===== config.mk =====
export PLATFORM = sky130hd
export DESIGN_NAME = query_string_split_decode
export DESIGN_NICKNAME = d
export VERILOG_FILES = /design/src/rtl/core/qssd_pkg.sv /design/src/rtl/core/qssd_decode.sv /design/src/rtl/core/qssd_out.sv /design/src/rtl/core/query_string_split_decode.sv
export SDC_FILE = /design/constraint.sdc
export NUM_CORES = 1
export LEC_CHECK = 0
export CAP_MARGIN = 20
export CORE_ASPECT_RATIO = 1.75
export CORE_MARGIN = 1
export CORE_UTILIZATION = 55
export CTS_CLUSTER_SIZE = 30
export DETAILED_ROUTE_END_ITERATION = 8
export DONT_BUFFER_PORTS = 1
export PLACE_DENSITY_LB_ADDON = 0.25
export SYNTH_ARGS = -nofsm -noshare
export SYNTH_HDL_FRONTEND = slang
export SYNTH_SLANG_ARGS = --single-unit

===== constraint.sdc =====
create_clock -name clock -period 5.81 [get_ports clock]
set_clock_uncertainty 0.15 [all_clocks]
set_input_delay 0.581 -clock clock [delete_from_list [all_inputs] [get_ports clock]]
set_output_delay 0.581 -clock clock [all_outputs]
set_load 0.01 [all_outputs]

===== src/rtl/core/qssd_pkg.sv =====
`default_nettype none

package qssd_pkg;

   localparam int MaxResults   = 4;
   localparam int CsrAddrWidth = 3;

   localparam logic [7:0] CharPlus  = 8'h2B;
   localparam logic [7:0] CharPct   = 8'h25;
   localparam logic [7:0] CharAmp   = 8'h26;
   localparam logic [7:0] CharEq    = 8'h3D;
   localparam logic [7:0] CharSpace = 8'h20;

   localparam logic [1:0] KindKey   = 2'd0;
   localparam logic [1:0] KindValue = 2'd1;
   localparam logic [1:0] KindEnd   = 2'd2;

   localparam logic [15:0] LimitReset = 16'd1023;
   localparam logic        RegLimit   = 1'b0;

   typedef struct packed {
      logic [7:0] in_byte;
      logic       in_last;
   } req_type;

   typedef struct packed {
      logic [7:0] data_byte;
      logic [1:0] item_kind;
      logic       query_done;
   } rsp_type;

   typedef struct packed {
      logic [2:0]                  count;
      rsp_type [MaxResults-1:0]    items;
   } batch_type;

   function automatic logic [4:0] hex_value(input logic [7:0] c);
      logic [4:0] v;
      v = 5'd16;
      if (c >= 8'h30 && c <= 8'h39) begin
         v = 5'(c - 8'h30);
      end else if (c >= 8'h61 && c <= 8'h66) begin
         v = 5'(c - 8'h61) + 5'd10;
      end else if (c >= 8'h41 && c <= 8'h46) begin
         v = 5'(c - 8'h41) + 5'd10;
      end
      return v;
   endfunction

   function automatic batch_type push(input batch_type b, input logic [7:0] d,
                                      input logic [1:0] k);
      batch_type r;
      r = b;
      if (b.count < 3'(MaxResults)) begin
         r.items[b.count[1:0]] = '{data_byte: d, item_kind: k, query_done: 1'b0};
         r.count = b.count + 3'd1;
      end
      return r;
   endfunction

endpackage

`default_nettype wire


===== src/rtl/core/qssd_decode.sv =====
`default_nettype none

module qssd_decode import qssd_pkg::*; (
   input  wire logic       clock,
   input  wire logic       reset,
   input  wire req_type    item_i,
   input  wire logic       move_i,
   input  wire logic [15:0] limit_i,
   output batch_type      batch_o
);

   logic [1:0]       pend_count_ff, pend_count_in;
   logic [1:0][7:0]  pend_bytes_ff, pend_bytes_in;
   logic             in_value_ff, in_value_in;
   logic             pair_open_ff, pair_open_in;
   logic [15:0]      taken_ff, taken_in;

   logic [7:0]  c;
   logic [4:0]  v;
   logic [7:0]  h;
   logic [4:0]  hv;
   logic [1:0]  kind;
   logic        do_fresh;
   batch_type   b;

   always_comb begin
      c             = item_i.in_byte;
      v             = hex_value(c);
      h             = pend_bytes_ff[1];
      hv            = hex_value(h);
      b             = '0;
      do_fresh      = 1'b0;
      pend_count_in = pend_count_ff;
      pend_bytes_in = pend_bytes_ff;
      in_value_in   = in_value_ff;
      pair_open_in  = pair_open_ff;
      taken_in      = taken_ff;
      kind          = in_value_ff ? KindValue : KindKey;

      if (taken_ff < limit_i) begin
         taken_in = taken_ff + 16'd1;
         if (c == CharAmp) begin
            if (pend_count_in != 2'd0) b = push(b, pend_bytes_in[0], kind);
            if (pend_count_in == 2'd2) b = push(b, pend_bytes_in[1], kind);
            pend_count_in = 2'd0;
            if (pair_open_in) b = push(b, 8'd0, KindEnd);
            pair_open_in = 1'b0;
            in_value_in  = 1'b0;
         end else if (c == CharEq && !in_value_in) begin
            pair_open_in = 1'b1;
            if (pend_count_in != 2'd0) b = push(b, pend_bytes_in[0], kind);
            if (pend_count_in == 2'd2) b = push(b, pend_bytes_in[1], kind);
            pend_count_in = 2'd0;
            in_value_in   = 1'b1;
         end else begin
            pair_open_in = 1'b1;
            if (pend_count_ff == 2'd0) begin
               do_fresh = 1'b1;
            end else if (pend_count_ff == 2'd1) begin
               if (v < 5'd16) begin
                  pend_bytes_in[1] = c;
                  pend_count_in    = 2'd2;
               end else begin
                  pend_count_in = 2'd0;
                  b             = push(b, CharPct, kind);
                  do_fresh      = 1'b1;
               end
            end else begin
               pend_count_in = 2'd0;
               if (v < 5'd16) begin
                  b = push(b, {hv[3:0], v[3:0]}, kind);
               end else begin
                  b        = push(b, CharPct, kind);
                  b        = push(b, h, kind);
                  do_fresh = 1'b1;
               end
            end
            if (do_fresh) begin
               if (c == CharPct) begin
                  pend_bytes_in[0] = c;
                  pend_count_in    = 2'd1;
               end else if (c == CharPlus) begin
                  b = push(b, CharSpace, kind);
               end else begin
                  b = push(b, c, kind);
               end
            end
         end
      end

      if (item_i.in_last) begin
         kind = in_value_in ? KindValue : KindKey;
         if (pend_count_in != 2'd0) b = push(b, pend_bytes_in[0], kind);
         if (pend_count_in == 2'd2) b = push(b, pend_bytes_in[1], kind);
         if (pair_open_in) b = push(b, 8'd0, KindEnd);
         pend_count_in = 2'd0;
         pend_bytes_in = '0;
         pair_open_in  = 1'b0;
         in_value_in   = 1'b0;
         taken_in      = 16'd0;
         if (b.count != 3'd0) begin
            b.items[b.count[1:0] - 2'd1].query_done = 1'b1;
         end
      end
   end

   assign batch_o = b;

   always_ff @(posedge clock) begin
      if (reset) begin
         pend_count_ff <= 2'd0;
         pend_bytes_ff <= '0;
         in_value_ff   <= 1'b0;
         pair_open_ff  <= 1'b0;
         taken_ff      <= 16'd0;
      end else if (move_i) begin
         pend_count_ff <= pend_count_in;
         pend_bytes_ff <= pend_bytes_in;
         in_value_ff   <= in_value_in;
         pair_open_ff  <= pair_open_in;
         taken_ff      <= taken_in;
      end
   end

`ifndef ASSERT_OFF
   a_pend_range: assert property (@(posedge clock) disable iff (reset)
      pend_count_ff != 2'd3)
      else $error("escape hold count out of range");
   a_pend_pct: assert property (@(posedge clock) disable iff (reset)
      pend_count_ff != 2'd0 |-> pend_bytes_ff[0] == CharPct)
      else $error("held escape does not start with percent");
   a_taken_limit: assert property (@(posedge clock) disable iff (reset)
      $stable(limit_i) && move_i && taken_ff >= limit_i && !item_i.in_last
      |=> $stable(taken_ff))
      else $error("byte count advanced past limit");
`endif

endmodule

`default_nettype wire


===== src/rtl/core/qssd_out.sv =====
`default_nettype none

module qssd_out import qssd_pkg::*; (
   input  wire logic      clock,
   input  wire logic      reset,
   input  wire batch_type batch_i,
   input  wire logic      load_i,
   output logic           free_o,
   output logic           rsp_valid,
   input  wire logic      rsp_stall,
   output rsp_type        rsp_data
);

   rsp_type [MaxResults-1:0] items_ff;
   logic [2:0]               cnt_ff;
   logic [1:0]               idx_ff;
   logic                     pop;
   logic                     last_pop;

   assign rsp_valid = cnt_ff != 3'd0;
   assign rsp_data  = items_ff[idx_ff];
   assign pop       = rsp_valid && !rsp_stall;
   assign last_pop  = pop && ({1'b0, idx_ff} + 3'd1 == cnt_ff);
   assign free_o    = !rsp_valid || last_pop;

   always_ff @(posedge clock) begin
      if (load_i) begin
         items_ff <= batch_i.items;
      end
   end

   always_ff @(posedge clock) begin
      if (reset) begin
         cnt_ff <= 3'd0;
         idx_ff <= 2'd0;
      end else if (load_i) begin
         cnt_ff <= batch_i.count;
         idx_ff <= 2'd0;
      end else if (last_pop) begin
         cnt_ff <= 3'd0;
         idx_ff <= 2'd0;
      end else if (pop) begin
         idx_ff <= idx_ff + 2'd1;
      end
   end

`ifndef ASSERT_OFF
   a_cnt_range: assert property (@(posedge clock) disable iff (reset)
      cnt_ff <= 3'(MaxResults))
      else $error("result count out of range");
   a_idx_range: assert property (@(posedge clock) disable iff (reset)
      rsp_valid |-> {1'b0, idx_ff} < cnt_ff)
      else $error("result index past count");
   a_load_free: assert property (@(posedge clock) disable iff (reset)
      load_i |-> free_o)
      else $error("load while results remain");
   a_advance: assert property (@(posedge clock) disable iff (reset)
      pop && !last_pop && !load_i |=> rsp_valid && idx_ff == $past(idx_ff) + 2'd1)
      else $error("result index did not advance");
   a_done_last: assert property (@(posedge clock) disable iff (reset)
      rsp_valid && rsp_data.query_done |-> {1'b0, idx_ff} + 3'd1 == cnt_ff)
      else $error("query end flag not on final beat of batch");
`endif

endmodule

`default_nettype wire


===== src/rtl/core/query_string_split_decode.sv =====
// An accepted byte waits in the input register until the output batch register is free.
// Throughput: one byte per cycle while rsp_stall is low and each byte yields at most one beat;
// a byte yielding several beats (end of pair, broken escape) holds input while they drain.
// The output batch register drains one beat per cycle while rsp_stall is low and bounds the rate.
// Reset (synchronous, active high) clears the decode state and sets the byte limit to 1023.
`default_nettype none

module query_string_split_decode import qssd_pkg::*; (
   input  wire logic                    clock,
   input  wire logic                    reset,
   input  wire logic                    req_valid,
   output logic                         req_stall,
   input  wire req_type                 req_data,
   output logic                         rsp_valid,
   input  wire logic                    rsp_stall,
   output rsp_type                      rsp_data,
   input  wire logic                    psel,
   input  wire logic                    penable,
   input  wire logic                    pwrite,
   input  wire logic [CsrAddrWidth-1:0] paddr,
   input  wire logic [31:0]             pwdata,
   output logic [31:0]                  prdata,
   output logic                         pready
);

   req_type     item_ff;
   logic        full_ff, full_in;
   logic [15:0] limit_ff;
   logic        accept;
   logic        move;
   logic        out_free;
   batch_type   batch;

   assign move      = full_ff && out_free;
   assign req_stall = full_ff && !out_free;
   assign accept    = req_valid && !req_stall;
   assign full_in   = accept ? 1'b1 : (move ? 1'b0 : full_ff);

   always_ff @(posedge clock) begin
      if (accept) begin
         item_ff <= req_data;
      end
   end

   always_ff @(posedge clock) begin
      if (reset) begin
         full_ff <= 1'b0;
      end else begin
         full_ff <= full_in;
      end
   end

   assign pready = 1'b1;
   assign prdata = (paddr[CsrAddrWidth-1] == RegLimit) ? {16'd0, limit_ff} : 32'd0;

   always_ff @(posedge clock) begin
      if (reset) begin
         limit_ff <= LimitReset;
      end else if (psel && penable && pwrite && pready
                   && paddr[CsrAddrWidth-1] == RegLimit) begin
         limit_ff <= pwdata[15:0];
      end
   end

   qssd_decode u_decode (
      .clock   (clock),
      .reset   (reset),
      .item_i  (item_ff),
      .move_i  (move),
      .limit_i (limit_ff),
      .batch_o (batch)
   );

   qssd_out u_out (
      .clock     (clock),
      .reset     (reset),
      .batch_i   (batch),
      .load_i    (move),
      .free_o    (out_free),
      .rsp_valid (rsp_valid),
      .rsp_stall (rsp_stall),
      .rsp_data  (rsp_data)
   );

endmodule

`default_nettype wire


==> results_tabular.tex <==
\begin{tabular}{lr}
\hline
Metric & Value \\
\hline
\multicolumn{2}{l}{\textbf{Run status}} \\
\quad Status & finished clean \\
\multicolumn{2}{l}{\textbf{Worst setup path}} \\
\quad Worst-path cell chain & nor4b\_2 -> nand3\_2 -> a21oi\_1 -> ha\_1 -> nand2\_1 -> inv\_1 -> ha\_1 -> o41ai\_1 -> nand3\_1 -> inv\_1 -> ha\_1 -> nand2\_1 -> mux2\_2 -> and3\_2 -> mux2\_2 -> inv\_2 -> ha\_1 -> nand2\_1 -> o2111ai\_1 -> o31ai\_1 \\
\quad Largest fanout on the critical path & 10 \\
\quad Reg2Reg Launch Point & item\_ff[8]\$\_DFFE\_PP\_ \\
\quad Delay of the slowest cell on the worst path & 580 ps \\
\quad Worst-case reg-to-reg path depth & 20 \\
\quad Data required time at the worst endpoint & 5740 ps \\
\quad Start-to-end type of the worst setup path & flip-flop to flip-flop \\
\quad Endpoint class of the critical path & flip-flop \\
\quad Setup slack of the most critical reg-to-reg path & 190 ps \\
\quad Bufs and invs on worst path & 3 \\
\quad End of the worst register-to-register path & u\_out.items\_ff[15]\$\_DFFE\_PP\_ \\
\quad Gate family responsible for the most delay along the worst path & simple AND/OR/NAND/NOR gates \\
\quad WP data arrival & 5540 ps \\
\quad Critical path's most frequent cell & ha\_1 \\
\quad Slowest cell on the critical path & edfxtp\_1 \\
\quad Nature of the critical path startpoint & flip-flop \\
\multicolumn{2}{l}{\textbf{Pwr}} \\
\quad Share of total power in sequential cells & 53.1\% \\
\quad Portion of total power attributed to the clock network & 37.3\% \\
\quad Largest voltage drop on the vdd net & 0.140 mV \\
\quad Psw & 429 uW \\
\quad Lkg Pwr & 0.00316 uW \\
\quad Internal Pwr Total & 1200 uW \\
\quad Cell Pwr Density & 201 mW/mm\^{}2 \\
\quad Switching part of the total & 26.3\% \\
\quad Part of the total power dissipated in combinational logic & 9.6\% \\
\quad Total chip power & 1630 uW \\
\multicolumn{2}{l}{\textbf{Placed design}} \\
\quad Routability congestion estimate from global placement & 0.953 \\
\quad Number of input and output port buffers inserted & 0 \\
\quad Total placed instance area & 0.00780 sq mm \\
\quad Estimated wirelength of the detail-placed design & 17000 microns \\
\quad Worst slack after detailed placement & 286 ps \\
\multicolumn{2}{l}{\textbf{Synth}} \\
\quad Sequential element share of the synthesized area & 35.7\% \\
\quad Post-synth top flop & dfxtp\_1 \\
\quad Summed instance area of the synthesized netlist & 0.00770 sq mm \\
\quad Post-synthesis register bit count & 111 \\
\quad Count of flip-flops with a built-in enable after synthesis & 53 \\
\quad Instance count of the mapped netlist & 858 \\
\quad Fraction of synthesis flops using an asynchronous set or reset pin & 0\% \\
\quad Number of warnings reported in the yosys synthesis log & 0 \\
\quad Post-synth cell types & 89 \\
\quad Mean post-synth cell area & 8.98 sq um \\
\multicolumn{2}{l}{\textbf{Worst hold path}} \\
\quad Depth of the worst hold-timing path & 1 \\
\quad Hold endpoint & u\_decode.h[2]\$\_SDFFE\_PP0P\_ \\
\quad Beginning of the worst hold path & reset \\
\quad Worst min-delay path class & input pin to flip-flop \\
\multicolumn{2}{l}{\textbf{Floorplanning}} \\
\quad Top-Level Pins & 97 \\
\quad Die width & 91.5 microns \\
\quad Placeable core region & 0.0135 sq mm \\
\quad Floorplan die area & 0.0145 sq mm \\
\quad Die boundary height & 159 microns \\
\quad Number of rows in the core area & 56 \\
\quad Initial core utilization & 57.0\% \\
\multicolumn{2}{l}{\textbf{GRT}} \\
\quad Total global-route track usage & 29.9\% \\
\quad Initial antenna violation count & 0 \\
\quad Wire length of the first global-routing pass & 33100 microns \\
\quad Overall overflow remaining after global route & 0 \\
\quad Pin count of the biggest net entering global routing & 46 \\
\quad Number of global-route vias before repair & 6637 \\
\multicolumn{2}{l}{\textbf{Finish}} \\
\quad Post-route standard cell area excluding fillers & 0.00809 sq mm \\
\quad Post-synthesis to final-layout area growth & 5.07\% \\
\quad Layout cells sized above 1 & 10.6\% \\
\quad Diode count & 0 \\
\quad Number of nets in the layout & 934 \\
\multicolumn{2}{l}{\textbf{Timing}} \\
\quad Portion of the clock cycle consumed by the worst path in the final layout & 96.7\% \\
\quad Fin worst setup slack & 193 ps \\
\quad Final hold violation count & 0 \\
\quad Maximum clock rate & 0.178 GHz \\
\quad Count of pins over their slew limit & 0 \\
\quad Minimum clock period & 5620 ps \\
\quad \# setup viols final & 0 \\
\quad Setup repair after global routing missed its margin & false \\
\quad Relative max-transition margin & 23.1\% \\
\quad Sum of negative setup slack & 0 ps \\
\quad Transition time at the pin with the least slew margin & 1140 ps \\
\multicolumn{2}{l}{\textbf{Clocking}} \\
\quad Clock Pin Slew Worst Setup and Hold Paths & 80 ps \\
\quad Clock tree root buffer cell & clkbuf\_16 \\
\quad Total number of H-tree levels & 3 \\
\quad Maximum clock insertion buffer count & 2 \\
\quad Setup repair bufs after CTS & 0 \\
\quad Clock tree sinks & 111 \\
\quad Clock tree from TritonCTS & built \\
\quad Clock latency of the later-clocked register in the worst-skew pair & 360 ps \\
\quad Total CTS buffers & 9 \\
\multicolumn{2}{l}{\textbf{Route}} \\
\quad First-pass iteration count of the detailed router & 5 \\
\quad Count of nets left with antenna violations after detail routing & 0 \\
\quad DR iter-0 viols & 420 \\
\quad Routed wire per std cell & 21.1 microns \\
\quad Total via count after detailed routing & 6637 \\
\quad Via/cell ratio & 6.51 \\
\quad Total detailed-routing wirelength & 21500 microns \\
\quad Post-route DRC & 0 \\
\multicolumn{2}{l}{\textbf{Job}} \\
\quad Reported max-cap violation count & 0 \\
\hline
\end{tabular}
## stage by stage
stage               utilization, %  hold WS [ps]  cells
floorplan                        -           286    873
global placement              57.7           286   1004
detailed placement            57.7           290   1004
CTS                           59.8           130   1020
global route                  59.9           121   1020
finish                        59.9           134   1020
## sequential cells by signal (all words and copies together), names as in the netlist, 2 cells and up
name,cells
u_decode.h,8
u_out.idx_ff,2
u_out.cnt_ff,3
u_decode.taken_ff,16
u_decode.pend_bytes_ff,8
item_ff,9
u_decode.pend_count_ff,2
limit_ff,16
u_out.items_ff,44
## metal layers
layer	up-vias	track usage (%)	part of all wire (%)
met5	-	0	0
met4	0	21.8	6.1
met3	92	4.06	4.7
met2	306	57.9	54
met1	3147	28.4	35
li1	3092	-	-
## worst max path at each step
stage / start / to / cells after the start
floorplan: item_ff[2]$_DFFE_PP_ / u_out.items_ff[33]$_SDFFCE_PN0P_ / 21
global placement: item_ff[8]$_DFFE_PP_ / u_out.items_ff[1]$_DFFE_PP_ / 20
detailed placement: item_ff[8]$_DFFE_PP_ / u_out.items_ff[28]$_DFFE_PP_ / 20
CTS: item_ff[8]$_DFFE_PP_ / u_out.items_ff[28]$_DFFE_PP_ / 20
global route: item_ff[1]$_DFFE_PP_ / u_out.items_ff[28]$_DFFE_PP_ / 22
finish: item_ff[8]$_DFFE_PP_ / u_out.items_ff[15]$_DFFE_PP_ / 20
## cell type report
class	instances	area (sq um)
Inverter	43	164
Timing Repair Buffer	24	180
Clock buffer	9	225
Clock inverter	7	61.3
Fill cell	1150	5430
Tap cell	174	218
Sequential cell	111	2750
Multi-Input combinational cell	652	4490
## cell usage in the layout (no fill, tap or decap), types with 8 or more instances in the layout
cell        n
nor2_1     86
xnor2_1     8
nor3_1     16
clkbuf_16   9
nand3_1    36
dfxtp_1    58
buf_4      24
mux4_2     11
a211o_1    11
inv_1      40
xor2_1     12
mux2_2      8
nand4_1    15
o21ai_0    30
nand2_1    89
o211ai_1   13
a22oi_1    20
edfxtp_1   53
conb_1     17
and2_1     11
o22ai_1    16
ha_1       42
a21oi_1    52
mux2i_1    27
## power by group through the flow
stage	Sequential (uW)	Clock [uW]	Combinational [uW]
floorplan	877	0	134
global placement	883	0	151
detailed placement	885	0	155
CTS	867	617	155
global route	870	644	169
finish	866	607	157
## timing repair
action | CTS | global route
hold endpoints to repair | 0 | 0
setup endpoints to repair | 0 | 1
gates resized for setup | 0 | 1
hold buffers | 0 | 0
## logic make-up (layout without fill, tap and decap cells)
logic type               after synthesis  in the layout  share of synthesized area [%]
flip-flops                           111            111                           35.7
multiplexers                          47             47                           8.07
XOR/XNOR                              22             22                           2.99
other                                  2             17                         0.0975
AND/OR/NAND/NOR                      309            309                           19.9
adder cells (fa/ha/maj)               42             42                           6.82
AO/OA/AOI/OAI                        215            215                           19.6
buffers and inverters                110             83                           6.77
## synthesized netlist by cell type, types with 4 or more instances
master	count	area, sq um
a211o_1	11	96.3
a21o_1	7	52.6
a21oi_1	52	260
a221oi_1	5	43.8
a22o_1	7	61.3
a22oi_1	20	150
a31oi_1	6	37.5
and2_1	11	68.8
and3_1	6	37.5
and4_1	5	43.8
buf_2	7	35.0
buf_4	22	165
clkbuf_1	33	124
dfxtp_1	58	1160
edfxtp_1	53	1590
ha_1	42	526
inv_1	40	150
mux2_2	8	90.1
mux2i_1	27	270
mux4_2	11	248
nand2_1	89	334
nand2b_1	6	37.5
nand3_1	36	180
nand4_1	15	93.8
nor2_1	86	323
nor2b_1	5	31.3
nor3_1	16	80.1
o2111ai_1	4	35.0
o211ai_1	13	97.6
o21ai_0	30	150
o21ai_1	4	20.0
o22ai_1	16	100
o41ai_1	4	35.0
or3_1	6	37.5
xnor2_1	8	70.1
xor2_1	12	105
Note: power is estimated with default switching activity, not from simulation.
